--- src/rtl/ngga_pkg.sv ---
`timescale 1ns / 1ps
package ngga_pkg;

	localparam int FRACTION_DIGITS_DEF = 5;
	localparam int MAX_INT_DIGITS      = 5;
	localparam int HDR_LEN             = 6;
	localparam int QUEUE_DEPTH         = 4;
	localparam int QPTR_W              = $clog2(QUEUE_DEPTH);

	localparam int COORD_W     = 34;
	localparam int DEG_W       = 10;  // up to 999 degrees
	localparam int FRAC_W      = 24;  // minutes fraction in 1e-7 minute
	localparam int MIN_N_W     = 30;  // minutes in 1e-7 minute, below 1e9
	localparam int DIV_X_W     = MIN_N_W - 2;
	localparam int RECIP_W     = 29;
	localparam int RECIP_SHIFT = 32;
	localparam int PROD_W      = DIV_X_W + RECIP_W;
	localparam int QUOT_W      = 24;

	localparam logic [COORD_W-1:0] E7_SCALE  = 34'd10000000;
	localparam logic [COORD_W-1:0] COORD_MAX = 34'd9999999999;
	// floor(2^32 / 15)
	localparam logic [RECIP_W-1:0] RECIP15   = 29'd286331153;

	localparam logic [7:0] CH_DOLLAR = 8'h24;
	localparam logic [7:0] CH_COMMA  = 8'h2C;
	localparam logic [7:0] CH_CR     = 8'h0D;
	localparam logic [7:0] CH_LF     = 8'h0A;
	localparam logic [7:0] CH_POINT  = 8'h2E;
	localparam logic [7:0] CH_ZERO   = 8'h30;
	localparam logic [7:0] CH_NINE   = 8'h39;

	typedef enum logic [1:0] {
		STATUS_OK         = 2'd0,
		STATUS_FEW_TOKENS = 2'd1,
		STATUS_INT_DIGITS = 2'd2
	} status_t;

	// Coordinate kept as degrees, two BCD minute digits and scaled fraction.
	typedef struct packed {
		logic [DEG_W-1:0]  deg;
		logic [3:0]        min_hi;
		logic [3:0]        min_lo;
		logic [FRAC_W-1:0] frac;
	} coord_t;

	typedef struct packed {
		coord_t  lat;
		logic [7:0] ns;
		coord_t  lon;
		logic [7:0] ew;
		status_t status;
	} fix_rec_t;

	function automatic logic [7:0] hdr_char(input logic [2:0] pos);
		logic [7:0] c;
		unique case (pos)
			3'd0: c = 8'h24;  // $
			3'd1: c = 8'h47;  // G
			3'd2: c = 8'h4E;  // N
			3'd3: c = 8'h47;  // G
			3'd4: c = 8'h47;  // G
			3'd5: c = 8'h41;  // A
			default: c = 8'h00;
		endcase
		return c;
	endfunction

	function automatic logic [FRAC_W-1:0] pow10_w(input logic [2:0] n);
		logic [FRAC_W-1:0] p;
		unique case (n)
			3'd0: p = 24'd1;
			3'd1: p = 24'd10;
			3'd2: p = 24'd100;
			3'd3: p = 24'd1000;
			3'd4: p = 24'd10000;
			3'd5: p = 24'd100000;
			3'd6: p = 24'd1000000;
			default: p = 24'd0;
		endcase
		return p;
	endfunction

endpackage

--- src/rtl/ngga_front.sv ---
`timescale 1ns / 1ps
module ngga_front #(
	parameter int FRACTION_DIGITS = ngga_pkg::FRACTION_DIGITS_DEF
) (
	input  logic               clk,
	input  logic               arst_n,
	input  logic               data_valid,
	output logic               data_ready,
	input  logic [7:0]         data_byte,
	input  logic               queue_full,
	output logic               push,
	output ngga_pkg::fix_rec_t rec
);
	import ngga_pkg::*;

	localparam logic [2:0] FRAC_LIMIT = 3'(FRACTION_DIGITS);
	localparam logic [2:0] INT_LIMIT  = 3'(MAX_INT_DIGITS);
	localparam logic [2:0] HDR_END    = 3'(HDR_LEN);
	localparam logic [2:0] FRAC_TOP   = 3'd6;
	localparam logic [3:0] TOK_LAT    = 4'd2;
	localparam logic [3:0] TOK_NS     = 4'd3;
	localparam logic [3:0] TOK_LON    = 4'd4;
	localparam logic [3:0] TOK_EW     = 4'd5;
	localparam logic [3:0] TOK_MAX    = 4'd15;

	logic [2:0] hdr_pos_q, hdr_pos_d;
	logic       active_q, active_d;
	logic [3:0] tok_q, tok_d;
	logic       in_tok_q, in_tok_d;
	coord_t     lat_q, lat_d, lon_q, lon_d;
	logic [2:0] int_cnt_q, int_cnt_d;
	logic [2:0] frac_cnt_q, frac_cnt_d;
	logic       point_q, point_d;
	logic       stopped_q, stopped_d;
	logic       ovf_q, ovf_d;
	logic [7:0] ns_q, ns_d, ew_q, ew_d;
	logic       accept;

	assign data_ready = !queue_full;
	assign accept     = data_valid && data_ready;

	always_comb begin
		coord_t     cur;
		logic [2:0] hdr_nx;
		logic [3:0] digit;
		logic       is_digit;
		logic       clear;
		logic       start;

		hdr_pos_d  = hdr_pos_q;
		active_d   = active_q;
		tok_d      = tok_q;
		in_tok_d   = in_tok_q;
		lat_d      = lat_q;
		lon_d      = lon_q;
		int_cnt_d  = int_cnt_q;
		frac_cnt_d = frac_cnt_q;
		point_d    = point_q;
		stopped_d  = stopped_q;
		ovf_d      = ovf_q;
		ns_d       = ns_q;
		ew_d       = ew_q;
		push       = 1'b0;
		clear      = 1'b0;
		start      = 1'b0;
		hdr_nx     = 3'd0;
		cur        = lat_q;
		digit      = data_byte[3:0];
		is_digit   = (data_byte >= CH_ZERO) && (data_byte <= CH_NINE);

		if (accept) begin
			if (!active_q) begin
				// hunt for the header; a stray '$' restarts the match
				if (data_byte == hdr_char(hdr_pos_q)) begin
					hdr_nx = hdr_pos_q + 3'd1;
				end else if (data_byte == CH_DOLLAR) begin
					hdr_nx = 3'd1;
				end else begin
					hdr_nx = 3'd0;
				end
				hdr_pos_d = hdr_nx;
				if (hdr_nx == HDR_END) begin
					clear = 1'b1;
					start = 1'b1;
				end
			end else if (data_byte == CH_CR || data_byte == CH_LF) begin
				push  = 1'b1;
				clear = 1'b1;
			end else if (data_byte == CH_COMMA) begin
				in_tok_d = 1'b0;
			end else begin
				if (!in_tok_q) begin
					in_tok_d = 1'b1;
					if (tok_q != TOK_MAX) begin
						tok_d = tok_q + 4'd1;
					end
					if (tok_d == TOK_LAT || tok_d == TOK_LON) begin
						int_cnt_d  = 3'd0;
						frac_cnt_d = 3'd0;
						point_d    = 1'b0;
						stopped_d  = 1'b0;
					end
					if (tok_d == TOK_NS) begin
						ns_d = data_byte;
					end
					if (tok_d == TOK_EW) begin
						ew_d = data_byte;
					end
				end
				if (tok_d == TOK_LAT || tok_d == TOK_LON) begin
					cur = (tok_d == TOK_LAT) ? lat_q : lon_q;
					if (!stopped_d) begin
						if (is_digit) begin
							if (!point_d) begin
								if (int_cnt_d >= INT_LIMIT) begin
									ovf_d     = 1'b1;
									int_cnt_d = INT_LIMIT + 3'd1;
								end else begin
									// shift the digit through the two minute digits
									cur.deg = {cur.deg[DEG_W-4:0], 3'b000}
										+ {cur.deg[DEG_W-2:0], 1'b0}
										+ DEG_W'(cur.min_hi);
									cur.min_hi = cur.min_lo;
									cur.min_lo = digit;
									int_cnt_d  = int_cnt_d + 3'd1;
								end
							end else if (frac_cnt_d < FRAC_LIMIT) begin
								cur.frac = cur.frac
									+ FRAC_W'(digit) * pow10_w(FRAC_TOP - frac_cnt_d);
								frac_cnt_d = frac_cnt_d + 3'd1;
							end
						end else if (data_byte == CH_POINT && !point_d) begin
							point_d = 1'b1;
						end else begin
							stopped_d = 1'b1;
						end
					end
					if (tok_d == TOK_LAT) begin
						lat_d = cur;
					end else begin
						lon_d = cur;
					end
				end
			end
		end

		if (clear) begin
			hdr_pos_d  = 3'd0;
			active_d   = start;
			in_tok_d   = start;
			tok_d      = 4'd0;
			lat_d      = '0;
			lon_d      = '0;
			int_cnt_d  = 3'd0;
			frac_cnt_d = 3'd0;
			point_d    = 1'b0;
			stopped_d  = 1'b0;
			ovf_d      = 1'b0;
			ns_d       = 8'd0;
			ew_d       = 8'd0;
		end
	end

	always_ff @(posedge clk or negedge arst_n) begin
		if (!arst_n) begin
			hdr_pos_q  <= 3'd0;
			active_q   <= 1'b0;
			tok_q      <= 4'd0;
			in_tok_q   <= 1'b0;
			lat_q      <= '0;
			lon_q      <= '0;
			int_cnt_q  <= 3'd0;
			frac_cnt_q <= 3'd0;
			point_q    <= 1'b0;
			stopped_q  <= 1'b0;
			ovf_q      <= 1'b0;
			ns_q       <= 8'd0;
			ew_q       <= 8'd0;
		end else begin
			hdr_pos_q  <= hdr_pos_d;
			active_q   <= active_d;
			tok_q      <= tok_d;
			in_tok_q   <= in_tok_d;
			lat_q      <= lat_d;
			lon_q      <= lon_d;
			int_cnt_q  <= int_cnt_d;
			frac_cnt_q <= frac_cnt_d;
			point_q    <= point_d;
			stopped_q  <= stopped_d;
			ovf_q      <= ovf_d;
			ns_q       <= ns_d;
			ew_q       <= ew_d;
		end
	end

	always_comb begin
		rec.lat = lat_q;
		rec.ns  = ns_q;
		rec.lon = lon_q;
		rec.ew  = ew_q;
		priority if (tok_q < TOK_EW) begin
			rec.status = STATUS_FEW_TOKENS;
		end else if (ovf_q) begin
			rec.status = STATUS_INT_DIGITS;
		end else begin
			rec.status = STATUS_OK;
		end
	end

endmodule

--- src/rtl/ngga_fifo.sv ---
`timescale 1ns / 1ps
module ngga_fifo (
	input  logic               clk,
	input  logic               arst_n,
	input  logic               push,
	input  ngga_pkg::fix_rec_t wr_rec,
	output logic               full,
	input  logic               pop,
	output logic               rd_valid,
	output ngga_pkg::fix_rec_t rd_rec
);
	import ngga_pkg::*;

	fix_rec_t            mem_q [QUEUE_DEPTH];
	logic [QPTR_W-1:0]   wr_ptr_q, rd_ptr_q;
	logic [QPTR_W:0]     count_q;
	logic                do_push, do_pop;

	assign full     = (count_q == (QPTR_W+1)'(QUEUE_DEPTH));
	assign rd_valid = (count_q != '0);
	assign rd_rec   = mem_q[rd_ptr_q];
	assign do_push  = push && !full;
	assign do_pop   = pop && rd_valid;

	always_ff @(posedge clk) begin
		if (do_push) begin
			mem_q[wr_ptr_q] <= wr_rec;
		end
	end

	always_ff @(posedge clk or negedge arst_n) begin
		if (!arst_n) begin
			wr_ptr_q <= '0;
			rd_ptr_q <= '0;
			count_q  <= '0;
		end else begin
			if (do_push) begin
				wr_ptr_q <= wr_ptr_q + QPTR_W'(1);
			end
			if (do_pop) begin
				rd_ptr_q <= rd_ptr_q + QPTR_W'(1);
			end
			unique case ({do_push, do_pop})
				2'b10:   count_q <= count_q + (QPTR_W+1)'(1);
				2'b01:   count_q <= count_q - (QPTR_W+1)'(1);
				default: count_q <= count_q;
			endcase
		end
	end

endmodule

--- src/rtl/ngga_conv.sv ---
`timescale 1ns / 1ps
module ngga_conv (
	input  logic                         clk,
	input  logic                         en,
	input  ngga_pkg::coord_t             coord,
	output logic [ngga_pkg::COORD_W-1:0] e7
);
	import ngga_pkg::*;

	logic [COORD_W-1:0]  deg_e7_s1, deg_e7_s2, deg_e7_s3, e7_s4;
	logic [MIN_N_W-1:0]  minute_n_s1;
	logic [DIV_X_W-1:0]  x_s2;
	logic [PROD_W-1:0]   prod_s2;
	logic [QUOT_W-1:0]   quot_s3;

	logic [6:0]                     min_int;
	logic [PROD_W-RECIP_SHIFT-1:0]  q0;
	logic [DIV_X_W:0]               q0x15, rem;
	logic [PROD_W-RECIP_SHIFT-1:0]  q_fix;
	logic [COORD_W-1:0]             sum;

	assign min_int = 7'(coord.min_hi) * 7'd10 + 7'(coord.min_lo);

	// quotient by 15 from the reciprocal, low by at most one
	assign q0    = prod_s2[PROD_W-1:RECIP_SHIFT];
	assign q0x15 = (DIV_X_W+1)'({q0, 4'b0000}) - (DIV_X_W+1)'(q0);
	assign rem   = {1'b0, x_s2} - q0x15;
	assign q_fix = (rem >= (DIV_X_W+1)'(15)) ? q0 + 1'b1 : q0;

	assign sum = deg_e7_s3 + COORD_W'(quot_s3);
	assign e7  = e7_s4;

	always_ff @(posedge clk) begin
		if (en) begin
			deg_e7_s1   <= COORD_W'(coord.deg) * E7_SCALE;
			minute_n_s1 <= MIN_N_W'(min_int) * MIN_N_W'(E7_SCALE) + MIN_N_W'(coord.frac);

			// minutes / 60 as (minutes / 4) / 15
			x_s2      <= minute_n_s1[MIN_N_W-1:2];
			prod_s2   <= PROD_W'(minute_n_s1[MIN_N_W-1:2]) * PROD_W'(RECIP15);
			deg_e7_s2 <= deg_e7_s1;

			quot_s3   <= QUOT_W'(q_fix);
			deg_e7_s3 <= deg_e7_s2;

			e7_s4 <= (sum > COORD_MAX) ? COORD_MAX : sum;
		end
	end

endmodule

--- src/rtl/ngga_back.sv ---
`timescale 1ns / 1ps
module ngga_back (
	input  logic                         clk,
	input  logic                         arst_n,
	input  logic                         q_valid,
	input  ngga_pkg::fix_rec_t           q_rec,
	output logic                         pop,
	output logic                         result_valid,
	input  logic                         result_ready,
	output logic [ngga_pkg::COORD_W-1:0] latitude_e7,
	output logic [7:0]                   latitude_hemisphere,
	output logic [ngga_pkg::COORD_W-1:0] longitude_e7,
	output logic [7:0]                   longitude_hemisphere,
	output ngga_pkg::status_t            status
);
	import ngga_pkg::*;

	typedef struct packed {
		logic [7:0] ns;
		logic [7:0] ew;
		status_t    status;
	} side_t;

	logic               v_s1, v_s2, v_s3, v_s4;
	side_t              side_s1, side_s2, side_s3, side_s4;
	logic               en;
	logic               ok;
	logic [COORD_W-1:0] lat_e7, lon_e7;

	// whole pipe holds while the output register waits
	assign en  = !(v_s4 && !result_ready);
	assign pop = q_valid && en;

	ngga_conv u_lat (
		.clk   (clk),
		.en    (en),
		.coord (q_rec.lat),
		.e7    (lat_e7)
	);

	ngga_conv u_lon (
		.clk   (clk),
		.en    (en),
		.coord (q_rec.lon),
		.e7    (lon_e7)
	);

	always_ff @(posedge clk or negedge arst_n) begin
		if (!arst_n) begin
			v_s1 <= 1'b0;
			v_s2 <= 1'b0;
			v_s3 <= 1'b0;
			v_s4 <= 1'b0;
		end else if (en) begin
			v_s1 <= pop;
			v_s2 <= v_s1;
			v_s3 <= v_s2;
			v_s4 <= v_s3;
		end
	end

	always_ff @(posedge clk) begin
		if (en) begin
			side_s1 <= '{ns: q_rec.ns, ew: q_rec.ew, status: q_rec.status};
			side_s2 <= side_s1;
			side_s3 <= side_s2;
			side_s4 <= side_s3;
		end
	end

	assign ok                   = (side_s4.status == STATUS_OK);
	assign result_valid         = v_s4;
	assign status               = side_s4.status;
	assign latitude_e7          = ok ? lat_e7 : '0;
	assign longitude_e7         = ok ? lon_e7 : '0;
	assign latitude_hemisphere  = ok ? side_s4.ns : 8'd0;
	assign longitude_hemisphere = ok ? side_s4.ew : 8'd0;

endmodule

--- src/rtl/nmea_gga_position_parser.sv ---
`timescale 1ns / 1ps
// Channel  | Handshake                  | Payload
// ---------+----------------------------+------------------------------------------
// input    | data_valid / data_ready    | data_byte
// result   | result_valid / result_ready| latitude_e7, latitude_hemisphere,
//          |                            | longitude_e7, longitude_hemisphere, status
//
// One byte beat per cycle; data_ready drops only while the result queue holds
// four sentences whose results have not been taken.
// With the queue empty and no stall, the record of the sentence that a CR or LF
// beat ends passes through the queue and the conversion pipe before result_valid rises.
// The result side sustains one beat per cycle; a stall holds the four-stage
// conversion pipe while the byte side keeps running into the queue.
// Reset (arst_n low) clears the header matcher, sentence state and queue at once.
module nmea_gga_position_parser #(
	parameter int FRACTION_DIGITS = ngga_pkg::FRACTION_DIGITS_DEF
) (
	input  logic                         clk,
	input  logic                         arst_n,
	input  logic                         data_valid,
	output logic                         data_ready,
	input  logic [7:0]                   data_byte,
	output logic                         result_valid,
	input  logic                         result_ready,
	output logic [ngga_pkg::COORD_W-1:0] latitude_e7,
	output logic [7:0]                   latitude_hemisphere,
	output logic [ngga_pkg::COORD_W-1:0] longitude_e7,
	output logic [7:0]                   longitude_hemisphere,
	output ngga_pkg::status_t            status
);
	import ngga_pkg::*;

	// front side: header hunt, tokenizer and digit accumulation
	logic     push;
	logic     queue_full;
	fix_rec_t front_rec;

	// queue side
	logic     q_valid;
	logic     pop;
	fix_rec_t q_rec;

	// Track the header, split tokens, accumulate the two coordinates as
	// degrees plus minute digits; push one record per finished sentence.
	ngga_front #(
		.FRACTION_DIGITS (FRACTION_DIGITS)
	) u_front (
		.clk        (clk),
		.arst_n     (arst_n),
		.data_valid (data_valid),
		.data_ready (data_ready),
		.data_byte  (data_byte),
		.queue_full (queue_full),
		.push       (push),
		.rec        (front_rec)
	);

	// Decouple the byte side from result stalls.
	ngga_fifo u_fifo (
		.clk      (clk),
		.arst_n   (arst_n),
		.push     (push),
		.wr_rec   (front_rec),
		.full     (queue_full),
		.pop      (pop),
		.rd_valid (q_valid),
		.rd_rec   (q_rec)
	);

	// Convert degree-minutes to 1e-7 degree, saturate, and hold the result beat.
	ngga_back u_back (
		.clk                  (clk),
		.arst_n               (arst_n),
		.q_valid              (q_valid),
		.q_rec                (q_rec),
		.pop                  (pop),
		.result_valid         (result_valid),
		.result_ready         (result_ready),
		.latitude_e7          (latitude_e7),
		.latitude_hemisphere  (latitude_hemisphere),
		.longitude_e7         (longitude_e7),
		.longitude_hemisphere (longitude_hemisphere),
		.status               (status)
	);

endmodule

--- config.mk ---
export PLATFORM = sky130hd
export DESIGN_NAME = nmea_gga_position_parser
export DESIGN_NICKNAME = d
export VERILOG_FILES = /design/src/rtl/ngga_pkg.sv /design/src/rtl/ngga_front.sv /design/src/rtl/ngga_fifo.sv /design/src/rtl/ngga_conv.sv /design/src/rtl/ngga_back.sv /design/src/rtl/nmea_gga_position_parser.sv
export SDC_FILE = /design/constraint.sdc
export NUM_CORES = 2
export LEC_CHECK = 0
export ABC_AREA = 1
export BUFFER_PORTS_ARGS = -buffer_cell sky130_fd_sc_hd__buf_2
export CAP_MARGIN = 20
export CORE_MARGIN = 3
export CORE_UTILIZATION = 45
export CTS_BUF_LIST = sky130_fd_sc_hd__clkbuf_8 sky130_fd_sc_hd__clkbuf_16
export DETAILED_ROUTE_END_ITERATION = 6
export PLACE_DENSITY = 0.68
export SLEW_MARGIN = 20
export SYNTH_ARGS = -nofsm -noshare
export SYNTH_HDL_FRONTEND = slang
export SYNTH_SLANG_ARGS = --single-unit
--- constraint.sdc ---
create_clock -name clk -period 22.2 [get_ports clk]
set_input_delay 6.66 -clock clk [delete_from_list [all_inputs] [get_ports clk]]
set_output_delay 6.66 -clock clk [all_outputs]
set_load 0.02 [all_outputs]
### Word level (Yosys, flattened, before mapping)

Memories as Yosys holds them, arrays and structs flattened.
Cells that the tools add are included.

| operators by class | value |
|---|---|
| muxes and demuxes | 167 |
| eq/ne operators | 35 |
| order comparisons | 9 |
| add/sub/neg operators | 24 |
| multipliers | 9 |
| reduce and logical (&&, ||, !) cells | 36 |

Operator list:

| cell | count |
|---|---|
| two-way mux 42 bit | 17 |
| two-way mux 24 bit | 13 |
| two-way mux 8 bit | 18 |
| case mux 20 bit (7 select lines) | 1 |
| multiplier 28 x 29 -> 57 bit, second input constant | 2 |
| two-way mux 3 bit | 38 |
| adder 34 x 24 -> 34 bit | 2 |
| > comparator 34 bit, second input constant | 2 |
| two-way mux 34 bit | 2 |
| two-way mux 4 bit | 16 |
| adder 30 x 24 -> 30 bit | 2 |
| greater-or-equal comparator 29 x 4 -> 1 bit, second input constant | 2 |
| subtractor 28 x 29 -> 29 bit | 2 |
| subtractor 29 x 25 -> 29 bit | 2 |
| two-way mux 1 bit | 56 |
| multiplier 10 x 17 -> 27 bit, second input constant | 2 |
| adder 24 x 1 -> 24 bit, second input constant | 2 |
| multiplier 7 x 17 -> 23 bit, second input constant | 2 |
| two-way mux 18 bit | 2 |
| case mux 7 bit (4 select lines) | 1 |
| adder 24 bit | 1 |
| equality test 8 x 6 -> 1 bit, second input constant | 3 |
| multiplier 4 x 24 -> 24 bit | 1 |
| AND reduction 6 bit | 4 |
| 40 further kinds | 87 |

| storage, ports and cells | value |
|---|---|
| bits in writable memories | 408 |
| input port bits | 12 |
| memories kept | 1 |
| logic and storage cells | 335 |
| flip-flop bits (word level) | 709 |

Memories:

| memory | words | width | rd ports | clocked after memory_dff | wr ports | line | text |
|---|---|---|---|---|---|---|---|
| u_fifo.mem_q | 4 | 102 | 1 | 0 | 1 | ngga_fifo.sv:14 | `fix_rec_t mem_q [QUEUE_DEPTH];` |

### Depth between registers and ports, before layout

| depth | value |
|---|---|
| word-level depth | 40 |
| depth in mapped cells | 39 |
| depth with buffers taken out | 37 |

### Modules after synthesis

A second synthesis with hierarchy kept.

| second synthesis, totals | value |
|---|---|
| cell total of the unflattened synthesis | 8,935 |
| area total of the unflattened synthesis | 79,536.3 um^2 |

By module, submodules not included:

| module | times used | area an instance (um^2) | cells an instance |
|---|---|---|---|
| ngga_conv (u_back.u_lat) | 1 | 24,591.1 | 3,000 |
| ngga_conv (u_back.u_lon) | 1 | 24,544.8 | 2,963 |
| ngga_fifo | 1 | 16,533.4 | 1,251 |
| ngga_front | 1 | 10,301.1 | 1,450 |
| ngga_back | 1 | 3,565.9 | 271 |

### Worst setup path before layout

OpenSTA, ideal clock, no wires.

| path | value |
|---|---|
| path type | input -> register |
| start | input port result_ready |
| end | register u_back.v_s3 |
| stages on the path | 3 |
| path buffers | 0 |
| required time | 21.608 ns |
| arrival time | 17.003 ns |
| setup slack | 4.605 ns |
| cell sequence | nor2_1 inv_1 o21ai_0 |

| on the way | value |
|---|---|
| longest elaborated chain between the ends | 2 |

Ends and longest elaborated chain:

| item | line | text |
|---|---|---|
| from (decl) | nmea_gga_position_parser.sv:24 | `input logic result_ready,` |
| logical NOT 1 bit | ngga_back.sv:31 | `assign en = !(v_s4 && !result_ready);` |
| logical AND 1 bit | ngga_back.sv:31 |  |
| to (signal assigned) | ngga_back.sv:57 | `v_s3 <= v_s2;` |
| to (decl) | ngga_back.sv:24 | `logic v_s1, v_s2, v_s3, v_s4;` |

No other way between the ends.
A chain may end at the register's enable or synchronous reset.

### Worst setup path in the final report

| path | value |
|---|---|
| start | input port data_byte[2] |
| end | register u_front.lon_q (netlist bit u_front.rec[21]) |

| on the way | value |
|---|---|
| longest elaborated chain between the ends | 13 |
| elaborated cells between the ends (all ways) | 38 |

Ends and longest elaborated chain:

| item | line | text |
|---|---|---|
| from (decl) | nmea_gga_position_parser.sv:22 | `input logic [7:0] data_byte,` |
| multiplier 4 x 24 -> 24 bit | ngga_front.sv:129 | `+ FRAC_W'(digit) * pow10_w(FRAC_TOP - frac_cnt_d);` |
| adder 24 bit | ngga_front.sv:129 |  |
| two-way mux 24 bit | ngga_front.sv:127 | `end else if (frac_cnt_d < FRAC_LIMIT) begin` |
| two-way mux 24 bit | ngga_front.sv:114 | `if (!point_d) begin` |
| two-way mux 42 bit | ngga_front.sv:113 | `if (is_digit) begin` |
| two-way mux 42 bit | ngga_front.sv:112 | `if (!stopped_d) begin` |
| two-way mux 42 bit | ngga_front.sv:138 | `if (tok_d == TOK_LAT) begin` |
| two-way mux 42 bit | ngga_front.sv:110 | `if (tok_d == TOK_LAT \|\| tok_d == TOK_LON) begin` |
| two-way mux 42 bit | ngga_front.sv:89 | `end else if (data_byte == CH_COMMA) begin` |
| two-way mux 42 bit | ngga_front.sv:86 | `end else if (data_byte == CH_CR \|\| data_byte == CH_LF) begin` |
| two-way mux 42 bit | ngga_front.sv:72 | `if (!active_q) begin` |
| two-way mux 42 bit | ngga_front.sv:71 | `if (accept) begin` |
| two-way mux 42 bit | ngga_front.sv:147 | `if (clear) begin` |
| to (signal assigned) | ngga_front.sv:185 | `lon_q <= lon_d;` |
| to (decl) | ngga_front.sv:30 | `coord_t lat_q, lat_d, lon_q, lon_d;` |

Parallel ways exist; a longest one is shown, timed or not. The select of a mux whose other input is x is not followed.

==> metrics <==
final-stage net count=between 9,000 and 10,000; setup bufs post-CTS=0; CTS Buf Count=around 110; DR iter-0 viols=between 4,000 and 5,000; vias per cell=5.20; chip width=420 um; Final period util=around 50%; IO Count=100; Port Buf Inserts=99; worst-skew pair later-pin latency=between 0.7 and 0.8 ns; Post-synth EDFFs=~900; Crit Path Class=primary input to flop; Netlist cell types=a little under 60; Clock Sinks=roughly 1,000; Worst EP arrival=around 12 ns; HP Class=flop to flop; xor/xnor cell area share of the yosys netlist=3.20%; Crit. End Element=flop; proportion of layout cells with a drive suffix above 1=under 10%; Post-DRT Antenna Nets=0; cells along the critical path=buf_2 -> clkinv_1 -> nor2_1 -> fa_1 -> fa_1 -> inv_1 -> fa_1 -> inv_1 -> ha_1 -> a21oi_1 -> a21boi_0 -> o21ai_0 -> a21oi_1 -> xnor2_1 -> nor2_1 -> nor2_1 -> nand2_1 -> nand2_1; Initial Util=~45%; total global routing overflow=0; first-pass GRT wire length=about 310,000 um; CTS HTree Levels=3; core region area=around 170,000 um^2; f_max=90.7 MHz; largest family of logic cells by synthesized area=adder cells; DRC violations left=0; Yosys top cell area share=roughly a third; Final HPWL DP=about 150,000 um; Syn-to-layout area delta=8.65%; filler instances=between 15,000 and 20,000; Mapped Nets=9,862; ys async rst share=about an eighth; Synth Area in Compound Gates=under 10%; endpoints failing hold=0; Post-Syn Area per Cell=8.90 um^2; GRT Total Usage=a little over a fifth; final slew viol count=0; cts-stage hold buffer count=0; Ys Warns=0; clk slew on worst S/H paths=approximately 0.07 ns; post-synthesis mux area share=less than 1%; mapped cell area=77,000 um^2; initial antenna violation count=0; Relative slew margins=a little over a fifth; main area contributors after synthesis=edfxtp_1 35%, ha_1 13%, fa_1 9.4%; crit path time final=around 11 ns; vias in the first global route=roughly 57,000; post-synth top area cell=edfxtp_1; CTS tree=done; #FFs+latches synth=about 1,000; commonest register cell after synthesis=edfxtp_1; post-route setup TNS=0 ns; Slew @ Worst Pin=roughly 1.2 ns; Resized cells post-CTS=0; slowest stage cell, crit path=a21boi_0; post-DR wirelength/cell=between 15 and 20 um; CP peak stage delay=approximately 0.67 ns; post-synthesis simple-gate area fraction=18.0%; First-pass DRT Iterations=6; GP Congestion=approximately 0.96; Ant. Diodes=0; via count=approximately 58,000; Die Area=approximately 180,000 um^2; Req. time, crit path=about 23 ns; cell with the most instances after synthesis=nand2_1; Post-Synth Adder-Cell Area=roughly 23%; unrepaired setup endpoints after global routing=false; clock root buffer=clkbuf_16; Hold WS=0.390 ns; Die H=~420 um; post-synthesis sequential area ratio=between 30 and 40%; pin count of the biggest net entering global routing=about 110; post-synthesis cell count=slightly below 9,000; Startpoint Class=primary input; Clock Tree Buf Depth=3; Max FO, Critical Path=17; final setup violating endpoints=0; worst-case clock skew=about 0.12 ns; status=finished clean; routed wire length=between 150,000 and 200,000 um; Max-cap violations=0; Synth top cells by count=1,825 x nand2_1, 1,565 x inv_1, 904 x edfxtp_1, 874 x nor2_1, 828 x ha_1; # rows=around 150
[cells by family after synthesis]
| logic type | after synthesis |
|---|---|
| simple gates | 3350 |
| buf+inv | 1725 |
| fa+ha+maj | 1191 |
| compound gates | 1062 |
| flops | 1033 |
| xor+xnor | 281 |
| mux | 17 |
[cells in the final DEF (no fill, tap or decap), types with 17 or more instances in the layout]
master     instances
nor2_1           870
buf_2            100
nand3_1          312
ha_1             828
xnor2_1           87
clkinv_2          18
nand3b_1          38
a31oi_1           37
xor2_1           194
inv_1           1577
o21ai_0          375
clkinv_1          17
nand4_1          147
nor4_1            30
a21o_1            32
mux2i_1           17
edfxtp_1         904
or2_2             25
a21oi_1          365
dfrtp_1          127
nand2_1         1825
o21bai_1          33
clkbuf_16        107
nor3_1            53
buf_4             37
a32oi_1           20
o21ai_1           46
o22ai_1           79
fa_1             363
[worst max-delay path: cells and delay by family]
kind,cells,cell delay [ns]
AO/OA/AOI/OAI,4,1.44
XOR/XNOR,1,0.15
adder cells (fa/ha/maj),4,1.90
buffers and inverters,4,0.71
AND/OR/NAND/NOR,5,0.80
[final cells by class]
class	instances	area, um^2	area share [%]
multi-input cells	5901	40100	47.9
flip-flops and latches	1033	30400	36.3
inverters	1580	5940	7.10
well taps	2218	2780	3.32
clock buffers	110	2720	3.25
clock inverters	92	943	1.13
repair buffers	140	817	0.976
[sequential cells by signal, indices dropped and copies added, names as in the netlist, 16 cells and up]
register                  count
u_back.u_lat.deg_e7_s1       27
u_back.u_lat.minute_n_s1     28
u_back.u_lon.e7              34
u_fifo.mem_q                392
u_back.u_lon.x_s2            28
u_back.u_lat.x_s2            28
u_back.u_lon.deg_e7_s2       27
u_back.u_lon.prod_s2         25
u_back.side_s2               18
u_back.side_s4               16
u_back.u_lat.quot_s3         24
u_back.u_lat.deg_e7_s2       27
u_back.u_lat.prod_s2         25
u_back.u_lat.e7              34
u_back.u_lon.deg_e7_s3       27
u_front.rec                  84
u_back.u_lat.deg_e7_s3       27
u_back.side_s1               18
u_back.side_s3               18
u_back.u_lon.quot_s3         24
u_back.u_lon.deg_e7_s1       27
u_back.u_lon.minute_n_s1     28
[routing by layer]
metal / vias to the layer above / GRT usage (%) / part of all wire (%)
met5: - / 0 / 0
met4: 0 / 4.96 / 2.1
met3: 235 / 2.21 / 4.7
met2: 1421 / 36.5 / 47
met1: 27400 / 30.7 / 46
li1: 28600 / - / -
[final timing paths]
kind                                            startpoint                      endpoint  slack, ns  cells after the start
min in group asynchronous                           arst_n         u_front.frac_cnt_q[2]       5.86                      1
worst max-delay path                          data_byte[2]               u_front.rec[21]      11.18                     18
worst max register to register          u_fifo.rd_ptr_q[0]  u_back.u_lat.minute_n_s1[28]      12.44                     34
worst min-delay path            u_back.u_lon.deg_e7_s2[12]    u_back.u_lon.deg_e7_s3[12]       0.39                      0
max in group asynchronous                           arst_n               u_front.rec[70]      15.04                      3
worst min register to register  u_back.u_lon.deg_e7_s2[12]    u_back.u_lon.deg_e7_s3[12]       0.39                      0
[per-stage QoR]
step	utilization (%)	setup WS, ns	instance area [um^2]	std cells
floorplan	-	4.60	77000	8659
global placement	47.1	10.42	80000	10900
detailed placement	47.1	10.41	80000	10900
CTS	49.3	11.18	83700	11100
global route	49.3	10.78	83700	11100
finish	49.3	11.18	83700	11100
Power is left out: the tool's default activity adds up to more than one toggle a clock period on the data nets, which glitch-free logic cannot reach.
